--- config.mk ---
export PLATFORM = sky130hd
export DESIGN_NAME = rect_table_collision_search_flat
export DESIGN_NICKNAME = d
export VERILOG_FILES = /design/src/hdl/rtcs_pkg.sv /design/src/hdl/rtcs_cmd_if.sv /design/src/hdl/rtcs_rsp_if.sv /design/src/hdl/rect_table_collision_search.sv /design/src/flat_wrapper.sv
export SDC_FILE = /design/constraint.sdc
export NUM_CORES = 2
export LEC_CHECK = 0
export BUFFER_PORTS_ARGS = -buffer_cell sky130_fd_sc_hd__buf_2
export CAP_MARGIN = 30
export CORE_ASPECT_RATIO = 0.6
export CORE_MARGIN = 5
export CORE_UTILIZATION = 35
export CTS_CLUSTER_SIZE = 20
export DETAILED_ROUTE_END_ITERATION = 10
export MAX_ROUTING_LAYER = met4
export SETUP_SLACK_MARGIN = 0.15
export SLEW_MARGIN = 5
export SYNTH_ARGS = -nofsm -noshare
export SYNTH_HDL_FRONTEND = slang
export SYNTH_SLANG_ARGS = --single-unit
--- constraint.sdc ---
create_clock -name clk -period 15.35 [get_ports clk]
set_input_delay 2.3025 -clock clk [delete_from_list [all_inputs] [get_ports clk]]
set_output_delay 2.3025 -clock clk [all_outputs]
set_load 0.02 [all_outputs]
--- src/hdl/rtcs_pkg.sv ---
// Types, constants and the overlap test shared by the rectangle table search.
package rtcs_pkg;

	localparam int MAX_RECTS     = 64;
	localparam int IDX_W         = (MAX_RECTS > 1) ? $clog2(MAX_RECTS) : 1;
	localparam int CNT_W         = $clog2(MAX_RECTS + 1);
	localparam int HIT_INDEX_W   = 6;
	localparam int ENTRY_COUNT_W = 7;
	localparam int CMP_W         = (CNT_W > HIT_INDEX_W) ? CNT_W : HIT_INDEX_W;

	typedef struct packed {
		logic signed [15:0] x;
		logic signed [15:0] y;
		logic [14:0]        w;
		logic [14:0]        h;
	} rect_t;

	localparam rect_t RESET_RECT = '{x: 16'sd100, y: 16'sd300, w: 15'd350, h: 15'd200};

	typedef enum logic [1:0] {
		ACT_APPEND = 2'd0,
		ACT_DELETE = 2'd1,
		ACT_QUERY  = 2'd2
	} action_t;

	typedef enum logic [1:0] {
		STS_OK        = 2'd0,
		STS_FULL      = 2'd1,
		STS_BAD_INDEX = 2'd2
	} status_t;

	typedef enum logic [1:0] {
		S_IDLE,
		S_QUERY,
		S_DELETE,
		S_EMIT
	} state_t;

	function automatic logic collides(rect_t r, rect_t m);
		logic signed [16:0] rx, rr, ry, rb, mx, mr, my, mb;
		logic xc, yc;
		rx = 17'(r.x);
		ry = 17'(r.y);
		mx = 17'(m.x);
		my = 17'(m.y);
		rr = rx + $signed({2'b00, r.w});
		rb = ry + $signed({2'b00, r.h});
		mr = mx + $signed({2'b00, m.w});
		mb = my + $signed({2'b00, m.h});
		xc = ((rr < mr) && (rr > mx)) || ((rx > mx) && (rx < mr));
		yc = ((ry < mb) && (ry > my)) || ((rb < mb) && (rb > my));
		return xc && yc;
	endfunction

endpackage

--- src/hdl/rtcs_cmd_if.sv ---
// Command channel: one table action per transaction.
interface rtcs_cmd_if;
	logic               valid;
	logic               ready;
	logic [1:0]         action;
	logic signed [15:0] rect_x;
	logic signed [15:0] rect_y;
	logic [14:0]        rect_w;
	logic [14:0]        rect_h;
	logic [5:0]         entry_index;

	modport source (
		output valid, action, rect_x, rect_y, rect_w, rect_h, entry_index,
		input  ready
	);
	modport sink (
		input  valid, action, rect_x, rect_y, rect_w, rect_h, entry_index,
		output ready
	);
endinterface

--- src/hdl/rtcs_rsp_if.sv ---
// Response channel: one result per transaction.
interface rtcs_rsp_if;
	logic       valid;
	logic       ready;
	logic       hit;
	logic [5:0] hit_index;
	logic [1:0] status;
	logic [6:0] entry_count;

	modport source (
		output valid, hit, hit_index, status, entry_count,
		input  ready
	);
	modport sink (
		input  valid, hit, hit_index, status, entry_count,
		output ready
	);
endinterface

--- src/hdl/rect_table_collision_search.sv ---
// Rectangle table with append, ordered delete and first-hit collision query.
// Append, rejected delete, empty query and unused codes need no table scan: their result goes straight to emit.
// Query scans one entry per cycle from the table memory until the first hit or the last entry.
// Delete moves one entry per cycle through the memory port, shifting the entries above the index down by one.
// A new command is taken once the previous result sits in the output register.
// Reset: table holds one entry {100,300,350,200}, count 1; no clearing pass.
module rect_table_collision_search (
	input  logic       clk,
	input  logic       arst_n,
	rtcs_cmd_if.sink   cmd,
	rtcs_rsp_if.source rsp
);
	import rtcs_pkg::*;

	rect_t mem [MAX_RECTS];

	state_t             state_q, state_d;
	logic [CNT_W-1:0]   count_q, count_d;
	logic [CNT_W-1:0]   ptr_q, ptr_d;
	logic               e0_wr_q;
	rect_t              query_q;

	logic               rd_en;
	logic [IDX_W-1:0]   rd_addr;
	logic               rd_vld_s1;
	logic [IDX_W-1:0]   idx_s1;
	logic               rd_zero_s1;
	rect_t              mem_rd_s1;
	rect_t              rd_rect;

	logic               wr_en;
	logic [IDX_W-1:0]   wr_addr;
	rect_t              wr_data;

	logic               res_ld;
	logic               res_hit_d, res_hit_q;
	logic [IDX_W-1:0]   res_index_d, res_index_q;
	status_t            res_status_d, res_status_q;

	logic               out_ld;
	logic               rsp_valid_q;
	logic               rsp_hit_q;
	logic [5:0]         rsp_hit_index_q;
	logic [1:0]         rsp_status_q;
	logic [6:0]         rsp_count_q;

	logic               accept;
	rect_t              cmd_rect;
	logic               hit_now;
	logic               last_s1;

	assign cmd.ready = (state_q == S_IDLE);
	assign accept    = cmd.valid && cmd.ready;
	assign cmd_rect  = '{x: cmd.rect_x, y: cmd.rect_y, w: cmd.rect_w, h: cmd.rect_h};
	assign rd_rect   = rd_zero_s1 ? RESET_RECT : mem_rd_s1;
	assign hit_now   = rd_vld_s1 && collides(query_q, rd_rect);
	assign last_s1   = (CNT_W'(idx_s1) + CNT_W'(1)) == count_q;

	always_comb begin
		state_d      = state_q;
		count_d      = count_q;
		ptr_d        = ptr_q;
		rd_en        = 1'b0;
		rd_addr      = ptr_q[IDX_W-1:0];
		wr_en        = 1'b0;
		wr_addr      = count_q[IDX_W-1:0];
		wr_data      = cmd_rect;
		res_ld       = 1'b0;
		res_hit_d    = 1'b0;
		res_index_d  = '0;
		res_status_d = STS_OK;
		out_ld       = 1'b0;
		unique case (state_q)
			S_IDLE: begin
				if (accept) begin
					unique case (action_t'(cmd.action))
						ACT_APPEND: begin
							res_ld  = 1'b1;
							state_d = S_EMIT;
							if (count_q >= CNT_W'(MAX_RECTS)) begin
								res_status_d = STS_FULL;
							end else begin
								wr_en   = 1'b1;
								count_d = count_q + CNT_W'(1);
							end
						end
						ACT_DELETE: begin
							if (CMP_W'(cmd.entry_index) >= CMP_W'(count_q)) begin
								res_ld       = 1'b1;
								res_status_d = STS_BAD_INDEX;
								state_d      = S_EMIT;
							end else begin
								ptr_d   = CNT_W'(cmd.entry_index) + CNT_W'(1);
								state_d = S_DELETE;
							end
						end
						ACT_QUERY: begin
							if (count_q == '0) begin
								res_ld  = 1'b1;
								state_d = S_EMIT;
							end else begin
								ptr_d   = '0;
								state_d = S_QUERY;
							end
						end
						default: begin
							res_ld  = 1'b1;
							state_d = S_EMIT;
						end
					endcase
				end
			end
			S_QUERY: begin
				priority if (hit_now) begin
					res_ld      = 1'b1;
					res_hit_d   = 1'b1;
					res_index_d = idx_s1;
					state_d     = S_EMIT;
				end else if (rd_vld_s1 && last_s1) begin
					res_ld  = 1'b1;
					state_d = S_EMIT;
				end else if (ptr_q < count_q) begin
					rd_en = 1'b1;
					ptr_d = ptr_q + CNT_W'(1);
				end
			end
			S_DELETE: begin
				if (rd_vld_s1) begin
					wr_en   = 1'b1;
					wr_addr = idx_s1 - IDX_W'(1);
					wr_data = rd_rect;
				end
				if (ptr_q < count_q) begin
					rd_en = 1'b1;
					ptr_d = ptr_q + CNT_W'(1);
				end else begin
					count_d = count_q - CNT_W'(1);
					res_ld  = 1'b1;
					state_d = S_EMIT;
				end
			end
			S_EMIT: begin
				if (!rsp_valid_q || rsp.ready) begin
					out_ld  = 1'b1;
					state_d = S_IDLE;
				end
			end
			default: state_d = S_IDLE;
		endcase
	end

	always_ff @(posedge clk or negedge arst_n) begin
		if (!arst_n) begin
			state_q   <= S_IDLE;
			count_q   <= CNT_W'(1);
			ptr_q     <= '0;
			e0_wr_q   <= 1'b0;
			rd_vld_s1 <= 1'b0;
		end else begin
			state_q   <= state_d;
			count_q   <= count_d;
			ptr_q     <= ptr_d;
			rd_vld_s1 <= rd_en;
			if (wr_en && (wr_addr == '0)) begin
				e0_wr_q <= 1'b1;
			end
		end
	end

	always_ff @(posedge clk) begin
		if (wr_en) begin
			mem[wr_addr] <= wr_data;
		end
		if (rd_en) begin
			mem_rd_s1 <= mem[rd_addr];
		end
	end

	always_ff @(posedge clk) begin
		if (rd_en) begin
			idx_s1     <= rd_addr;
			rd_zero_s1 <= (rd_addr == '0) && !e0_wr_q;
		end
		if (accept) begin
			query_q <= cmd_rect;
		end
		if (res_ld) begin
			res_hit_q    <= res_hit_d;
			res_index_q  <= res_index_d;
			res_status_q <= res_status_d;
		end
	end

	always_ff @(posedge clk or negedge arst_n) begin
		if (!arst_n) begin
			rsp_valid_q <= 1'b0;
		end else if (out_ld) begin
			rsp_valid_q <= 1'b1;
		end else if (rsp.ready) begin
			rsp_valid_q <= 1'b0;
		end
	end

	always_ff @(posedge clk) begin
		if (out_ld) begin
			rsp_hit_q       <= res_hit_q;
			rsp_hit_index_q <= HIT_INDEX_W'(res_index_q);
			rsp_status_q    <= res_status_q;
			rsp_count_q     <= ENTRY_COUNT_W'(count_q);
		end
	end

	assign rsp.valid       = rsp_valid_q;
	assign rsp.hit         = rsp_hit_q;
	assign rsp.hit_index   = rsp_hit_index_q;
	assign rsp.status      = rsp_status_q;
	assign rsp.entry_count = rsp_count_q;

	a_count_bound: assert property (@(posedge clk) disable iff (!arst_n)
		count_q <= CNT_W'(MAX_RECTS))
		else $error("entry count above table size");

	a_shift_in_range: assert property (@(posedge clk) disable iff (!arst_n)
		(state_q == S_DELETE && wr_en) |-> (CNT_W'(wr_addr) + CNT_W'(1) < count_q))
		else $error("delete shift writes outside the table");

	a_idle_no_read: assert property (@(posedge clk) disable iff (!arst_n)
		(state_q == S_IDLE) |-> !rd_vld_s1)
		else $error("memory read in flight while idle");

	a_hit_in_table: assert property (@(posedge clk) disable iff (!arst_n)
		(res_ld && res_hit_d) |=> (CNT_W'(res_index_q) < count_q))
		else $error("hit index beyond entry count");

	a_emit_after_result: assert property (@(posedge clk) disable iff (!arst_n)
		res_ld |=> (state_q == S_EMIT))
		else $error("result loaded without moving to emit");

endmodule

--- src/flat_wrapper.sv ---
// flat-port wrapper written by rule: the top's interface ports become plain ports
module rect_table_collision_search_flat import rtcs_pkg::*;
  (clk, arst_n, cmd_valid, cmd_action, cmd_rect_x, cmd_rect_y, cmd_rect_w, cmd_rect_h, cmd_entry_index, cmd_ready, rsp_valid, rsp_hit, rsp_hit_index, rsp_status, rsp_entry_count, rsp_ready);
  rtcs_cmd_if cmd_i ();
  rtcs_rsp_if rsp_i ();
  input  logic clk;
  input  logic arst_n;
  input wire logic [$bits(cmd_i.valid)-1:0] cmd_valid;
  input wire logic [$bits(cmd_i.action)-1:0] cmd_action;
  input wire logic [$bits(cmd_i.rect_x)-1:0] cmd_rect_x;
  input wire logic [$bits(cmd_i.rect_y)-1:0] cmd_rect_y;
  input wire logic [$bits(cmd_i.rect_w)-1:0] cmd_rect_w;
  input wire logic [$bits(cmd_i.rect_h)-1:0] cmd_rect_h;
  input wire logic [$bits(cmd_i.entry_index)-1:0] cmd_entry_index;
  output wire logic [$bits(cmd_i.ready)-1:0] cmd_ready;
  output wire logic [$bits(rsp_i.valid)-1:0] rsp_valid;
  output wire logic [$bits(rsp_i.hit)-1:0] rsp_hit;
  output wire logic [$bits(rsp_i.hit_index)-1:0] rsp_hit_index;
  output wire logic [$bits(rsp_i.status)-1:0] rsp_status;
  output wire logic [$bits(rsp_i.entry_count)-1:0] rsp_entry_count;
  input wire logic [$bits(rsp_i.ready)-1:0] rsp_ready;
  assign cmd_i.valid = cmd_valid;
  assign cmd_i.action = cmd_action;
  assign cmd_i.rect_x = cmd_rect_x;
  assign cmd_i.rect_y = cmd_rect_y;
  assign cmd_i.rect_w = cmd_rect_w;
  assign cmd_i.rect_h = cmd_rect_h;
  assign cmd_i.entry_index = cmd_entry_index;
  assign cmd_ready = cmd_i.ready;
  assign rsp_valid = rsp_i.valid;
  assign rsp_hit = rsp_i.hit;
  assign rsp_hit_index = rsp_i.hit_index;
  assign rsp_status = rsp_i.status;
  assign rsp_entry_count = rsp_i.entry_count;
  assign rsp_i.ready = rsp_ready;
  rect_table_collision_search u_core (.clk(clk), .arst_n(arst_n), .cmd(cmd_i), .rsp(rsp_i));
endmodule
# After elaboration in Yosys (flattened, before gate mapping)
# Memory sizes are Yosys's and may differ from the RTL's. A register that Yosys moved wholly into a read port is not among the register bits.
# Index checks and enable logic that the tools add are counted.
op_classes:
  mux: 54
  add_sub_neg: 10
  n_eq_ne: 17
  reduce_logical: 28
  magnitude_cmp: 11
ops:
  columns: ["op", "count"]
  rows:
  - ["$mux 62", 3]
  - ["$mux 7", 10]
  - ["$add 16x16->17", 4]
  - ["$gt 17x16->1", 2]
  - ["$lt 16x17->1", 2]
  - ["$lt 17x17->1", 2]
  - ["$gt 16x16->1", 2]
  - ["$pmux 7 s2", 2]
  - ["$mux 1", 22]
  - ["$pmux 7 s3", 1]
  - ["$add 6x1->7 const B", 2]
  - ["$add 7x1->7 const B", 2]
  - ["$mux 2", 7]
  - ["$logic_not 6->1", 2]
  - ["$mux 6", 2]
  - ["$ne 2x2->1 const B", 6]
  - ["$logic_and 1x1->1", 10]
  - ["$ne 3x3->1 const B", 3]
  - ["$pmux 2 s2", 2]
  - ["$pmux 2 s4", 1]
  - ["$eq 7x7->1", 1]
  - ["$ge 6x7->1", 1]
  - ["$ge 7x7->1 const B", 1]
  - ["$logic_not 7->1", 1]
  - ["other kinds (18)", 29]
totals:
  reg_bits: 113
  ram_bits: 3968
  elab_cells: 140
  output_inout_bits: 18
  memories: 1
mem_list:
  columns: ["memory", "depth", "width", "rd", "rd_clocked_by_memory_dff", "write_ports", "line_no", "rtl"]
  rows:
  - ["u_core.mem", 64, 62, 1, 1, 1, "rect_table_collision_search.sv:15", "rect_t mem [MAX_RECTS];"]

# Depth between registers and ports, before layout
logic_depth:
  depth_word: 9
  mapped_depth: 30

# Least setup slack after synthesis
# Ideal clock, no wire load.
synth_timing:
  path_kind: "register to register"
  startpoint: "reg u_core.rd_zero_s1"
  endpoint: "reg u_core.rd_vld_s1"
  setup_time_ns: 0.698
  arrival_ns: 10.311
  path_slack_ns: 4.341
  path_stages_with_launch: 29
  n_path_buf: 4
  path_cell_list: "edfxtp_1 buf_4 buf_8 clkbuf_1 clkbuf_1 nor2_1 inv_1 ha_1 o21ai_0 a21oi_1 or4_1 o22a_2 a21o_1 a21oi_1 nor2b_1 o21ai_0 nand2b_1 a21o_1 a21oi_1 xnor2_1 ha_1 nor2b_1 o21ai_0 nand2b_1 a41o_1 a21oi_1 mux2i_1 nand4_1 a311oi_1"
synth_between:
  elab_chain_cells: 9
synth_rtl:
  columns: ["item", "line_no", "rtl"]
  rows:
  - ["from (decl)", "rect_table_collision_search.sv:27", "logic rd_zero_s1;"]
  - ["from (signal assigned)", "rect_table_collision_search.sv:182", "rd_zero_s1 <= (rd_addr == '0) && !e0_wr_q;"]
  - ["$mux 62 (*)", "rect_table_collision_search.sv:55", "assign rd_rect = rd_zero_s1 ? RESET_RECT : mem_rd_s1;"]
  - ["$add 16x16->17, on equally long branches", "rtcs_pkg.sv:48, rtcs_pkg.sv:49", null]
  - ["$lt 17x17->1 (tied with other cells)", "rtcs_pkg.sv:50", "xc = ((rr < mr) && (rr > mx)) || ((rx > mx) && (rx < mr));"]
  - ["$logic_and 1x1->1, on equally long branches", "rtcs_pkg.sv:50, rtcs_pkg.sv:51", null]
  - ["$logic_or 1x1->1, on equally long branches", "rtcs_pkg.sv:50, rtcs_pkg.sv:51", null]
  - ["$logic_and 1x1->1 (*)", "rtcs_pkg.sv:52", "return xc && yc;"]
  - ["$logic_and 1x1->1 (*)", "rect_table_collision_search.sv:56", "assign hit_now = rd_vld_s1 && collides(query_q, rd_rect);"]
  - ["$mux 1 (*)", "rect_table_collision_search.sv:114", "priority if (hit_now) begin"]
  - ["$pmux 1 s2 (*)", "rect_table_collision_search.sv:73", "unique case (state_q)"]
  - ["via u_core.rd_en", "rect_table_collision_search.sv:23", "logic rd_en;"]
  - ["to (signal assigned)", "rect_table_collision_search.sv:163", "rd_vld_s1 <= rd_en;"]
  - ["to (decl)", "rect_table_collision_search.sv:25", "logic rd_vld_s1;"]
# The timed path passes the listed nets; every way through them passes the cells marked *.
# A chain may end at the register's enable or synchronous reset.

# Final worst setup path
layout_timing:
  startpoint: "reg u_core.rd_zero_s1"
  endpoint: "reg, netlist name u_core.mem_rd_s1[54]"
layout_between:
  elab_chain_cells: 9
layout_rtl:
  columns: ["item", "line_no"]
  rows:
  - ["$mux 62 (*)", "rect_table_collision_search.sv:55"]
  - ["$add 16x16->17, on equally long branches", "rtcs_pkg.sv:48, rtcs_pkg.sv:49"]
  - ["$lt 17x17->1 (tied with other cells)", "rtcs_pkg.sv:50"]
  - ["$logic_and 1x1->1, on equally long branches", "rtcs_pkg.sv:50, rtcs_pkg.sv:51"]
  - ["$logic_or 1x1->1, on equally long branches", "rtcs_pkg.sv:50, rtcs_pkg.sv:51"]
  - ["$logic_and 1x1->1 (*)", "rtcs_pkg.sv:52"]
  - ["$logic_and 1x1->1 (*)", "rect_table_collision_search.sv:56"]
  - ["$mux 1 (*)", "rect_table_collision_search.sv:114"]
  - ["$pmux 1 s2 (*)", "rect_table_collision_search.sv:73"]
  - ["via u_core.rd_en", "rect_table_collision_search.sv:23"]
# Marks and branches as above.

==> impl_metrics.env <==
export IMPL_async_flop_share_pct=0.4586
export IMPL_max_stage_delay_ns=0.69
export IMPL_fin_area_um2=187100
export IMPL_power_frac_clock_pct=27.4
export IMPL_fin_util_pct=40.12
export IMPL_max_freq_mhz=107.2
export IMPL_setup_worst_path_end_class="flip-flop"
export IMPL_cts_buffer_depth=4
export IMPL_grt_util_all_layers_pct=20.99
export IMPL_synth_simple_area_share_pct=1.642
export IMPL_synthMuxAreaShare_pct=17.43
export IMPL_num_vias=84070
export IMPL_swShare_pct=32.70
export IMPL_syn2layout_area_growth_pct=14.01
export IMPL_rr_endpoint="u_core.mem_rd_s1[54]$_DFFE_PP_"
export IMPL_synthAdderAreaFrac_pct=1.619
export IMPL_peakVddDrop_uv=142.5
export IMPL_cts_max_level=5
export IMPL_viasPerCell=5.893
export IMPL_power_internal_uw=23400
export IMPL_powerDensity_nw_per_um2=185.8
export IMPL_r2r_start="u_core.rd_zero_s1$_DFFE_PP_"
export IMPL_period_share_pct=60.77
export IMPL_power_frac_comb_pct=33.2
export IMPL_die_x_um=894
export IMPL_drv_slew=0
export IMPL_finalCriticalPeriod_ns=9.329
export IMPL_slew_headroom_pct=26.55
export IMPL_port_buffers=91
export IMPL_core_area_um2=466300
export IMPL_syn_nets=7563
export IMPL_synthXorXnorAreaFrac_pct=0.4841
export IMPL_cts_tree="built"
export IMPL_cts_repair_resized=0
export IMPL_ant_nets=0
export IMPL_cts_buffers=361
export IMPL_tightest_slew_ns=1.102
export IMPL_die_height_um=540.4
export IMPL_setup_worst_path_end="u_core.mem_rd_s1[54]$_DFFE_PP_"
export IMPL_arrival_ns=9.86
export IMPL_antenna_found_initial=54
export IMPL_synth_compound_area_share_pct=2.025
export IMPL_crit_start="u_core.rd_zero_s1$_DFFE_PP_"
export IMPL_overflow=0
export IMPL_synth_top_family_by_area="multiplexers"
export IMPL_rows=194
export IMPL_ff2ff_path_depth=29
export IMPL_totalWireLength_mm=505.0
export IMPL_dieArea_um2=483100
export IMPL_postSynthCellCount=7286
export IMPL_finalSetupViolCount=0
export IMPL_path_clk_slew_ns=0.07
export IMPL_yosys_cell_types_count=92
export IMPL_cellLeakagePower_uw=0.05816
export IMPL_cts_sinks=4143
export IMPL_grt_max_degree=118
export IMPL_avgSynthCellArea_um2=22.52
export IMPL_reg2reg_slack_ns=6.02
export IMPL_drc=0
export IMPL_path_max_fanout=50
export IMPL_crit_type="flip-flop to flip-flop"
export IMPL_ys_flop_type="edfxtp_1"
export IMPL_drtPass1Iterations=6
export IMPL_cts_hold_buffers=0
export IMPL_drt_iter0_markers=14240
export IMPL_nets=7957
export IMPL_synth_edf_count=4124
export IMPL_share_seq_of_total_power_pct=39.4
export IMPL_fin_hold_ws_ns=0.4218
export IMPL_drive_gt1_share_pct=28.91
export IMPL_yosysWarnings=0
export IMPL_initial_core_util_pct=35.19
export IMPL_cts_setup_buffers=0
export IMPL_hpwlAfterDp_mm=291.0
export IMPL_ys_ff_latch=4143
export IMPL_io_pins=92
export IMPL_worst_setup_path_start_kind="flip-flop"
export IMPL_ys_seq_area_share_pct=75.75
export IMPL_cp_slowest_cell="mux2i_1"
export IMPL_root_buffer="clkbuf_16"
export IMPL_insertion_delay_ns=0.96
export IMPL_syn_area_um2=164100
export IMPL_n_fill_cell=40430
export IMPL_worstPathRequired_ns=15.89
export IMPL_hold_violations=0
export IMPL_status="finished clean"
export IMPL_fin_tns_setup_ns=0
export IMPL_switchingPower_uw=11370
export IMPL_rsz0062_at_grt="false"
export IMPL_routabilityCongestion=0.9100
export IMPL_wl_per_cell_um=35.40
export IMPL_skew_ns=0.07315
export IMPL_hold_class="flip-flop to flip-flop"
export IMPL_grt_pass1_vias=80100
export IMPL_grt_pass1_wl_mm=687.1
export IMPL_maxCapViolCount=0
export IMPL_dpl_cell_area_um2=174600
-- flip-flops by register name, indices dropped and copies added, names as in the netlist, 7 cells and up --
name and count:
u_core.mem_rd_s1 62, u_core.count_q 7, u_core.mem 3968, u_core.query_q 62, u_core.rsp.entry_count 7, u_core.ptr_q 7
-- synthesized netlist by cell type (all sizes together) (21+ instances only) --
cell | count | share of area (%)
o22ai | 24 | 0.091
ha | 200 | 1.5
nand2 | 190 | 0.43
inv | 100 | 0.23
nand3 | 33 | 0.10
clkbuf | 214 | 0.49
nand4 | 21 | 0.080
a211oi | 38 | 0.18
buf | 133 | 0.33
a21oi | 105 | 0.32
a31oi | 34 | 0.13
o221ai | 29 | 0.15
mux4 | 1210 | 17
mux2i | 92 | 0.58
nand2b | 21 | 0.080
xor2 | 25 | 0.13
nor2 | 139 | 0.32
a21o | 45 | 0.21
xnor2 | 57 | 0.31
edfxtp | 4124 | 75
mux2 | 35 | 0.25
nor2b | 77 | 0.30
o21ai | 105 | 0.32
-- power groups by stage --
stage	clock network [µW]	registers (µW)	logic (µW)
detailed placement	0	13900	11400
floorplan	0	13800	7560
finish	9520	13700	11600
global placement	0	13900	11300
global route	10100	13700	12200
CTS	9640	13700	11500
-- worst min path at each step --
| stage | from | end | slack, ns | cells past startpoint |
|---|---|---|---|---|
| global placement | u_core.res_status_q[0]$_SDFFCE_PN0P_ | u_core.rsp.status[0]$_DFFE_PP_ | 0.43 | 0 |
| CTS | u_core.res_hit_q$_SDFFCE_PN0P_ | u_core.rsp.hit$_DFFE_PP_ | 0.42 | 0 |
| floorplan | u_core.res_hit_q$_SDFFCE_PN0P_ | u_core.rsp.hit$_DFFE_PP_ | 0.40 | 0 |
| finish | u_core.res_hit_q$_SDFFCE_PN0P_ | u_core.rsp.hit$_DFFE_PP_ | 0.42 | 0 |
| detailed placement | u_core.res_hit_q$_SDFFCE_PN0P_ | u_core.rsp.hit$_DFFE_PP_ | 0.41 | 0 |
| global route | u_core.res_hit_q$_SDFFCE_PN0P_ | u_core.rsp.hit$_DFFE_PP_ | 0.43 | 0 |
-- layout make-up --
cell class | count | area, µm² | share of cell area, %
flip-flops and latches | 4143 | 124300 | 66.45
well taps | 6272 | 7848 | 4.194
diodes | 19 | 47.55 | 0.02541
multi-input cells | 2696 | 38970 | 20.83
repair buffers | 378 | 3415 | 1.825
clock inverters | 237 | 2670 | 1.427
inverters | 100 | 382.9 | 0.2046
clock buffers | 420 | 9425 | 5.038
-- cell families (layout without fill, tap and decap cells) --
group           Yosys count  after routing
compound gates          496            496
xor+xnor                 85             85
fa+ha+maj               212            212
buf+inv                 447           1135
flops                  4143           4143
mux                    1337           1337
other cells               0             19
simple gates            566            566
-- placed cells by master, fill, tap and decap left out, types with 56 or more instances in the layout --
cell type / instances
edfxtp_1: 4124
mux4_2: 1210
clkbuf_16: 369
buf_4: 230
ha_1: 200
nand2_1: 188
a21oi_1: 105
inv_1: 94
buf_2: 91
mux2i_1: 90
nor2b_1: 76
clkinv_1: 75
nor2_1: 73
clkinv_2: 72
o21ai_0: 67
nor2_4: 64
xnor2_1: 56
-- stage by stage --
stage | setup WS [ns] | std cells | total power, µW
2_1_floorplan | 4.341 | 7286 | 21340
3_3_place_gp | 6.022 | 13550 | 25250
3_5_place_dp | 6.172 | 13570 | 25330
4_1_cts | 6.141 | 14230 | 34780
5_1_grt | 5.727 | 14260 | 36050
6_report | 6.021 | 14270 | 34760
-- layer usage --
layer | wire [µm] | global-route usage (%)
met1 | 220400 | 32.76
met2 | 209300 | 27.95
met3 | 64970 | 4.926
met4 | 10330 | 4.016
met5 | 0 | -
-- critical path, delay by kind of cell (launching register included) --
kind	cells	cell delay [ns]
buf+inv	6	2.53
compound gates	11	2.35
simple gates	8	1.65
mux	1	0.69
fa+ha+maj	2	0.66
flops	1	0.61
xor+xnor	1	0.18
(Power assumes the default switching activity.)
